===== config.mk =====
export PLATFORM = sky130hd
export DESIGN_NAME = block_linear_swizzle_address
export DESIGN_NICKNAME = d
export VERILOG_FILES = /design/src/rtl/blsa_pkg.sv /design/src/rtl/blsa_cfg.sv /design/src/rtl/block_linear_swizzle_address.sv
export SDC_FILE = /design/constraint.sdc
export NUM_CORES = 2
export LEC_CHECK = 0
export CAP_MARGIN = 10
export CORE_ASPECT_RATIO = 0.7
export CORE_MARGIN = 2
export CORE_UTILIZATION = 23
export DETAILED_ROUTE_END_ITERATION = 12
export DONT_BUFFER_PORTS = 1
export PLACE_DENSITY = 0.37
export SKIP_LAST_GASP = 1
export SLEW_MARGIN = 10
export SYNTH_ARGS = -nofsm -noshare
export SYNTH_HDL_FRONTEND = slang
export SYNTH_SLANG_ARGS = --single-unit
export TNS_END_PERCENT = 10

===== constraint.sdc =====
create_clock -name clk -period 10 [get_ports clk]
set_input_delay 0.5 -clock clk [delete_from_list [all_inputs] [get_ports clk]]
set_output_delay 0.5 -clock clk [all_outputs]
set_load 0.03 [all_outputs]

===== src/rtl/blsa_pkg.sv =====
`timescale 1ns / 1ps

package blsa_pkg;

  // Address width of the tiled and linear spaces; addresses wrap at 2^ADDR_W.
  localparam int ADDR_W = 32;
  // Width of the unwrapped intermediate sums (covers the largest GOB offset).
  localparam int CALC_W = 40;
  // Width of the reported address ports.
  localparam int OUT_W  = 32;

  // Register indexes on the configuration port
  localparam logic [2:0] REG_SURFACE_WIDTH  = 3'd0;
  localparam logic [2:0] REG_SURFACE_HEIGHT = 3'd1;
  localparam logic [2:0] REG_CB_WIDTH_LOG2  = 3'd2;
  localparam logic [2:0] REG_CB_HEIGHT_LOG2 = 3'd3;
  localparam logic [2:0] REG_ELEM_LOG2      = 3'd4;
  localparam logic [2:0] REG_LAYOUT_MODE    = 3'd5;
  localparam logic [2:0] REG_PITCH_ROUND    = 3'd6;
  localparam logic [2:0] REG_GOB_STACK_LOG2 = 3'd7;

  localparam logic LAYOUT_BLOCK = 1'b0;
  localparam logic LAYOUT_PITCH = 1'b1;

  typedef logic [ADDR_W-1:0] addr_t;
  typedef logic [ADDR_W:0]   addr_end_t;
  typedef logic [CALC_W-1:0] calc_t;
  typedef logic [OUT_W-1:0]  out_addr_t;

  // Surface geometry derived from the configuration registers
  typedef struct packed {
    logic         mode;
    logic [2:0]   bpp_log2;
    logic [2:0]   gs_log2;
    logic [14:0]  wb;
    logic [19:0]  pitch;
    logic [13:0]  gobs;
    addr_t        size;
  } geom_t;

endpackage


===== src/rtl/blsa_cfg.sv =====
`timescale 1ns / 1ps

module blsa_cfg (
  input  logic               clk,
  input  logic               rst,
  input  logic               cfg_wr_en,
  input  logic [2:0]         cfg_index,
  input  logic [14:0]        cfg_data,
  output blsa_pkg::geom_t    geom
);

  logic [14:0] surface_width;
  logic [14:0] surface_height;
  logic [1:0]  cb_width_log2;
  logic [1:0]  cb_height_log2;
  logic [2:0]  elem_log2;
  logic        layout_mode;
  logic        pitch_round;
  logic [2:0]  gob_stack_log2;

  always_ff @(posedge clk) begin
    if (rst) begin
      surface_width  <= 15'd1;
      surface_height <= 15'd1;
      cb_width_log2  <= 2'd2;
      cb_height_log2 <= 2'd2;
      elem_log2      <= 3'd3;
      layout_mode    <= blsa_pkg::LAYOUT_BLOCK;
      pitch_round    <= 1'b1;
      gob_stack_log2 <= 3'd4;
    end else if (cfg_wr_en) begin
      case (cfg_index)
        blsa_pkg::REG_SURFACE_WIDTH:  surface_width  <= cfg_data;
        blsa_pkg::REG_SURFACE_HEIGHT: surface_height <= cfg_data;
        blsa_pkg::REG_CB_WIDTH_LOG2:  cb_width_log2  <= cfg_data[1:0];
        blsa_pkg::REG_CB_HEIGHT_LOG2: cb_height_log2 <= cfg_data[1:0];
        blsa_pkg::REG_ELEM_LOG2:      elem_log2      <= cfg_data[2:0];
        blsa_pkg::REG_LAYOUT_MODE:    layout_mode    <= cfg_data[0];
        blsa_pkg::REG_PITCH_ROUND:    pitch_round    <= cfg_data[0];
        blsa_pkg::REG_GOB_STACK_LOG2: gob_stack_log2 <= cfg_data[2:0];
        default: ;
      endcase
    end
  end

  // First level: shifts, adds and rounding
  logic [2:0]  bpp_sat;
  logic [2:0]  gs_sat;
  logic [15:0] wb_sum;
  logic [15:0] hb_sum;
  logic [14:0] wb_c;
  logic [15:0] hb_c;
  logic [19:0] row_bytes;
  logic [19:0] pitch_pl;
  logic [19:0] pitch_bl;
  logic [15:0] hb_mask;
  logic [15:0] hb_bl;

  always_comb begin
    bpp_sat   = (elem_log2 > 3'd4) ? 3'd4 : elem_log2;
    gs_sat    = (gob_stack_log2 > 3'd4) ? 3'd4 : gob_stack_log2;
    wb_sum    = {1'b0, surface_width} + ((16'd1 << cb_width_log2) - 16'd1);
    hb_sum    = {1'b0, surface_height} + ((16'd1 << cb_height_log2) - 16'd1);
    wb_c      = 15'(wb_sum >> cb_width_log2);
    hb_c      = hb_sum >> cb_height_log2;
    row_bytes = 20'(wb_c) << bpp_sat;
    pitch_pl  = pitch_round ? ((row_bytes + 20'd31) & ~20'd31) : row_bytes;
    pitch_bl  = (row_bytes + 20'd63) & ~20'd63;
    // block height in rows is 8 << gob stack
    hb_mask   = (16'd1 << (4'd3 + 4'(gs_sat))) - 16'd1;
    hb_bl     = (hb_c + hb_mask) & ~hb_mask;
  end

  logic [15:0] hb_eff;

  // Second level: surface size, one multiply
  blsa_pkg::calc_t size_prod;
  assign size_prod = blsa_pkg::calc_t'(geom.pitch) * blsa_pkg::calc_t'(hb_eff);

  always_ff @(posedge clk) begin
    geom.mode     <= layout_mode;
    geom.bpp_log2 <= bpp_sat;
    geom.gs_log2  <= gs_sat;
    geom.wb       <= wb_c;
    geom.pitch    <= (layout_mode == blsa_pkg::LAYOUT_PITCH) ? pitch_pl : pitch_bl;
    geom.gobs     <= 14'((row_bytes + 20'd63) >> 6);
    hb_eff        <= (layout_mode == blsa_pkg::LAYOUT_PITCH) ? hb_c : hb_bl;
    geom.size     <= blsa_pkg::addr_t'(size_prod);
  end

endmodule


===== src/rtl/block_linear_swizzle_address.sv =====
`timescale 1ns / 1ps

// Swizzle address generator for a texture copy engine.
// Input channel (in_valid/in_ready): column and row of one element in
// compression-block units, plus direction (1 = linear to tiled, 0 = back).
// Output channel (out_valid/out_ready): source and destination byte
// addresses and in_bounds, which says the element end fits in the tiled
// surface. Tiled layout is pitch-linear or block-linear with 64x8 GOBs.
// Configuration: cfg_wr_en/cfg_index/cfg_data write one register per cycle;
// the user must write only while no transfer is in flight, which the block
// does not enforce. Derived geometry is registered, the size after a multiply.
// Throughput: one transfer per cycle while the output is not stalled; each
// input passes the input register, multiply stage and result register.
// Stall: the three stages advance together; when out_valid is high and
// out_ready low, the pipeline holds and in_ready drops in the same cycle.
// Reset (rst, synchronous): stage valids clear, config registers return to
// their defaults (1x1 surface, 4x4 blocks, 8-byte elements, block-linear, 16 GOBs).
module block_linear_swizzle_address (
  input  logic        clk,
  input  logic        rst,
  input  logic        cfg_wr_en,
  input  logic [2:0]  cfg_index,
  input  logic [14:0] cfg_data,
  input  logic        in_valid,
  output logic        in_ready,
  input  logic [13:0] column,
  input  logic [13:0] row,
  input  logic        direction,
  output logic        out_valid,
  input  logic        out_ready,
  output logic [31:0] source_address,
  output logic [31:0] destination_address,
  output logic        in_bounds
);

  blsa_pkg::geom_t geom;

  blsa_cfg u_cfg (
    .clk       (clk),
    .rst       (rst),
    .cfg_wr_en (cfg_wr_en),
    .cfg_index (cfg_index),
    .cfg_data  (cfg_data),
    .geom      (geom)
  );

  // whole pipe moves when the result register is free or being drained
  logic advance;
  assign advance  = !out_valid || out_ready;
  assign in_ready = advance;

  // ---- stage A: input register
  logic        a_valid;
  logic [13:0] a_col;
  logic [13:0] a_row;
  logic        a_dir;

  // ---- stage B: products
  logic        b_valid;
  logic [13:0] b_col;
  logic [13:0] b_row;
  logic        b_dir;
  logic [28:0] lin_p;     // row * width in blocks
  logic [33:0] pl_p;      // row * pitch
  logic [24:0] bl_p;      // block row * GOBs per row

  always_ff @(posedge clk) begin
    if (rst) begin
      a_valid   <= 1'b0;
      b_valid   <= 1'b0;
      out_valid <= 1'b0;
    end else if (advance) begin
      a_valid   <= in_valid;
      b_valid   <= a_valid;
      out_valid <= b_valid;
    end
  end

  logic [10:0] blk_row;
  assign blk_row = 11'(a_row >> (4'd3 + 4'(geom.gs_log2)));

  always_ff @(posedge clk) begin
    if (advance) begin
      a_col <= column;
      a_row <= row;
      a_dir <= direction;
      b_col <= a_col;
      b_row <= a_row;
      b_dir <= a_dir;
      lin_p <= 29'(a_row) * 29'(geom.wb);
      pl_p  <= 34'(a_row) * 34'(geom.pitch);
      bl_p  <= 25'(blk_row) * 25'(geom.gobs);
    end
  end

  // ---- stage C: address composition and bounds check
  logic [17:0]          xb;
  blsa_pkg::calc_t      linear_c;
  blsa_pkg::calc_t      tiled_pl;
  blsa_pkg::calc_t      gob_base;
  blsa_pkg::calc_t      tiled_bl;
  logic [4:0]           bh_mask;
  logic [3:0]           y_in_blk;
  logic [8:0]           in_gob;
  blsa_pkg::addr_t      tiled;
  blsa_pkg::addr_t      linear;
  blsa_pkg::addr_end_t  tiled_end;
  logic                 bounds_ok;

  always_comb begin
    xb       = 18'(b_col) << geom.bpp_log2;
    linear_c = (blsa_pkg::calc_t'(lin_p) + blsa_pkg::calc_t'(b_col)) << geom.bpp_log2;
    tiled_pl = blsa_pkg::calc_t'(pl_p) + blsa_pkg::calc_t'(xb);
    // block-row base plus GOB index across the row, scaled by the 512-byte GOB times stack height
    gob_base = (blsa_pkg::calc_t'(bl_p) + blsa_pkg::calc_t'(xb[17:6]))
               << (4'd9 + 4'(geom.gs_log2));
    bh_mask  = (5'd1 << geom.gs_log2) - 5'd1;
    y_in_blk = b_row[6:3] & bh_mask[3:0];
    // byte within the GOB: x[5], y[2:1], x[4], y[0], x[3:0]
    in_gob   = {xb[5], b_row[2:1], xb[4], b_row[0], xb[3:0]};
    tiled_bl = gob_base + (blsa_pkg::calc_t'(y_in_blk) << 9)
               + blsa_pkg::calc_t'(in_gob);
    tiled    = blsa_pkg::addr_t'((geom.mode == blsa_pkg::LAYOUT_PITCH) ? tiled_pl
                                                                       : tiled_bl);
    linear   = blsa_pkg::addr_t'(linear_c);
    // element end is not wrapped again
    tiled_end = blsa_pkg::addr_end_t'(tiled)
                + (blsa_pkg::addr_end_t'(1) << geom.bpp_log2);
    bounds_ok = tiled_end <= blsa_pkg::addr_end_t'(geom.size);
  end

  always_ff @(posedge clk) begin
    if (advance) begin
      source_address      <= blsa_pkg::out_addr_t'(b_dir ? linear : tiled);
      destination_address <= blsa_pkg::out_addr_t'(b_dir ? tiled : linear);
      in_bounds           <= bounds_ok;
    end
  end

endmodule

==> impl_results.md <==
- Mapped Area: approximately 54000 um2
- XOR/XNOR Fraction of Synth Area: roughly 4.5%
- Port Buffers: 0
- Final #Nets: a little over 7000
- Critical path's most frequent cell: a21oi_1
- Worst-margin pin slew: approximately 1.3 ns
- RSZ-0062 raised after global routing: false
- #FFs+latches synth: 351
- Worst Setup SP: u_cfg.geom[84]
- DRC: 0
- Core ar.: approximately 240000 um2
- Hold Startpoint: cfg_data[11]
- GPL Wtd Cong: approximately 0.9
- CTS root buffer: clkbuf_16
- Status: finished, final reports clean
- Initial Utilization: a little under a quarter
- R2R Setup Slk: about 0.8 ns
- CTS clk-pin slew, worst paths: roughly 0.07 ns
- Fin crit share: between 90% and 100%
- Compound-Gate Fraction of Synth Area: a little over a tenth
- CTS tree: yes
- Routed WL: about 190000 um
- Clk buf depth: 3
- Most frequent cells in the layout: 894 x inv_1, 868 x nand2_1, 725 x fa_1, 484 x ha_1, 404 x and2_1
- Vert. Die Dim: about 410 um
- Largest stage delay on the critical path: ~0.8 ns
- Worst setup EP type: register
- Worst path slowest cell: o41ai_1
- Vias: 41900
- Final Critical Period: between 9 and 10 ns
- Clock skew: between 0.04 and 0.05 ns
- Hold Fails Final Rpt: 0
- Total of max-cap violations: 0
- CTS sink cnt: 351
- Gr ovfl total: 0
- Synth Area in Simple Gates: 17.4%
- Via density: 4.54
- First-pass GRT wire length: 292000 um
- Type of the worst setup path: reg2reg
- Mapped Avg Cell Area: ~8.9 um2
- Layout cell share with drive strength beyond 1: around 5.4%
- Startpoint Class: register
- Vias in the first global route: 43200
- R2r endpoint: in_bounds
- Max Slew Vio Count: 0
- I/O pin count: 119
- Area delta synth->final: 10.3%
- Maximum fanout along the worst path: 19
- R2R cell count: 39
- Setup crit end: in_bounds
- Average wire per standard cell: 21.0 um
- Setup TNS: 0 ns
- DR iter-0 viols: around 3100
- Hold WC Path Type: in2reg
- Reg2reg start: u_cfg.geom[84]
- 1st-pass router iterations: 5
- Initial antenna violation count: 17
- Worst skew pair latency: around 0.67 ns
- Syn Inst Count: 6109
- Unique masters post-synth: between 100 and 150
- Ys flop type: edfxtp_1
- Largest family of logic cells by synthesized area: adder cells
- Row count: between 100 and 150
- Critical path data arrival time: 9.70 ns
- Yosys warnings: 0
- Post-synth EDFFs: roughly 200
- # setup viols final: 0
- Tot GR Track Use: 16.2%
- Clock buffer count from CTS: between 40 and 50
- Most common cell after layout, fill and taps aside: inv_1
- H-tree Lvls: 2
- Sequential element share of the synthesized area: ~17%
- Async S/R FF share, synth: 0%
- F_max: about 110 MHz
- Die ar.: ~240000 um2
- Post-DP HPWL: ~160000 um
- Largest net degree at the start of global routing: 86
- Post-Synth Adder-Cell Area: 37.9%
- CP Data Required Time: between 10 and 15 ns
- Die width: just under 600 um
- Slew headroom: ~15%
- Post-synthesis mux area share: under 10%
- Post-DRT Antenna Nets: 0
## stage by stage
step	util [%]	area (um2)	hold WS, ns	setup WS (ns)	instances
3_5_place_dp	24.6	57800	0.409	0.970	9087
3_3_place_gp	24.6	57800	0.407	0.896	9087
5_1_grt	25.4	59800	0.0411	0.0836	9219
4_1_cts	25.4	59800	0.00949	0.911	9218
2_1_floorplan	-	54300	0.373	1.35	6117
6_report	25.5	59900	0.0569	0.820	9232
## registers in the layout, summed over array words and instances, names as in the netlist, 15 cells and up
name / count
u_cfg.geom: 88
destination_address: 32
pl_p: 32
source_address: 32
lin_p: 29
bl_p: 25
u_cfg.hb_eff: 16
u_cfg.surface_height: 15
u_cfg.surface_width: 15
## how the worst min path moves through the flow
stage | to | slack, ns | cells past startpoint
floorplan | u_cfg.geom[87] | 0.37 | 0
global placement | b_dir | 0.41 | 0
detailed placement | b_col[0] | 0.41 | 0
CTS | u_cfg.surface_height[11] | 0.009 | 2
global route | u_cfg.surface_height[12] | 0.04 | 2
finish | u_cfg.surface_height[11] | 0.06 | 2
## Yosys cell counts (all sizes together) (31+ instances only)
cell      n  area (um2)
mux2     43         484
edfxtp  202        6070
nand3    78         408
fa      725       14500
nor2b    56         350
nand2   868        3260
ha      484        6060
or3      34         218
buf      42         220
dfxtp   149        2980
nor2    281        1060
a31oi    38         238
and2    407        2550
nand2b   32         200
o21a     41         309
and3     37         231
inv     894        3360
xor2     85         744
o21bai   31         233
mux2i   139        1390
clkbuf  269        1030
xnor2   192        1690
a21o     67         503
nor3     93         470
a21oi   271        1370
o21ai   171         878
## layout make-up
class / instances / area [um2]
Fill cell: 25400 / 175000
Multi-Input combinational cell: 4555 / 40600
Sequential cell: 351 / 9050
Tap cell: 3171 / 3970
Inverter: 900 / 3380
Timing Repair Buffer: 156 / 1300
Clock buffer: 59 / 1260
Clock inverter: 26 / 256
Antenna cell: 14 / 35.0
## metal layers
| layer | up-vias | wire length, um | part of all wire (%) | global-route usage, % |
|---|---|---|---|---|
| met2 | 1043 | 73400 | 38 | 22.0 |
| li1 | 19700 | - | - | - |
| met1 | 21100 | 104000 | 53 | 25.8 |
| met4 | 0 | 2970 | 1.5 | 2.63 |
| met5 | - | 0 | 0 | 0 |
| met3 | 117 | 13800 | 7.1 | 3.63 |
## logic make-up after synthesis
kind of cell             count (synthesis)
AND/OR/NAND/NOR                       1977
XOR/XNOR                               277
flip-flops                             351
multiplexers                           199
buffers and inverters                 1211
adder cells (fa/ha/maj)               1209
other                                    2
AO/OA/AOI/OAI                          883
## critical path: cells and delay by family (launching register included)
| kind | cells | cell delay (ns) |
|---|---|---|
| AOI/OAI and AO/OA | 20 | 4.34 |
| xor gates and xnor gates | 2 | 0.31 |
| adders and majority gates | 4 | 1.26 |
| buffers and inverters | 3 | 0.45 |
| DFF | 1 | 0.60 |
| muxes | 1 | 0.17 |
| and+or+nand+nor | 9 | 1.89 |
## timing repair
item                                   4_1_cts  5_1_grt
endpoints found under the hold margin       73        0
gates resized for setup                      0        0
hold buffers                                46        0
setup buffers                                0        0
Power is left out: the tool's default activity adds up to more than one toggle a clock period on the data nets, which glitch-free logic cannot reach.
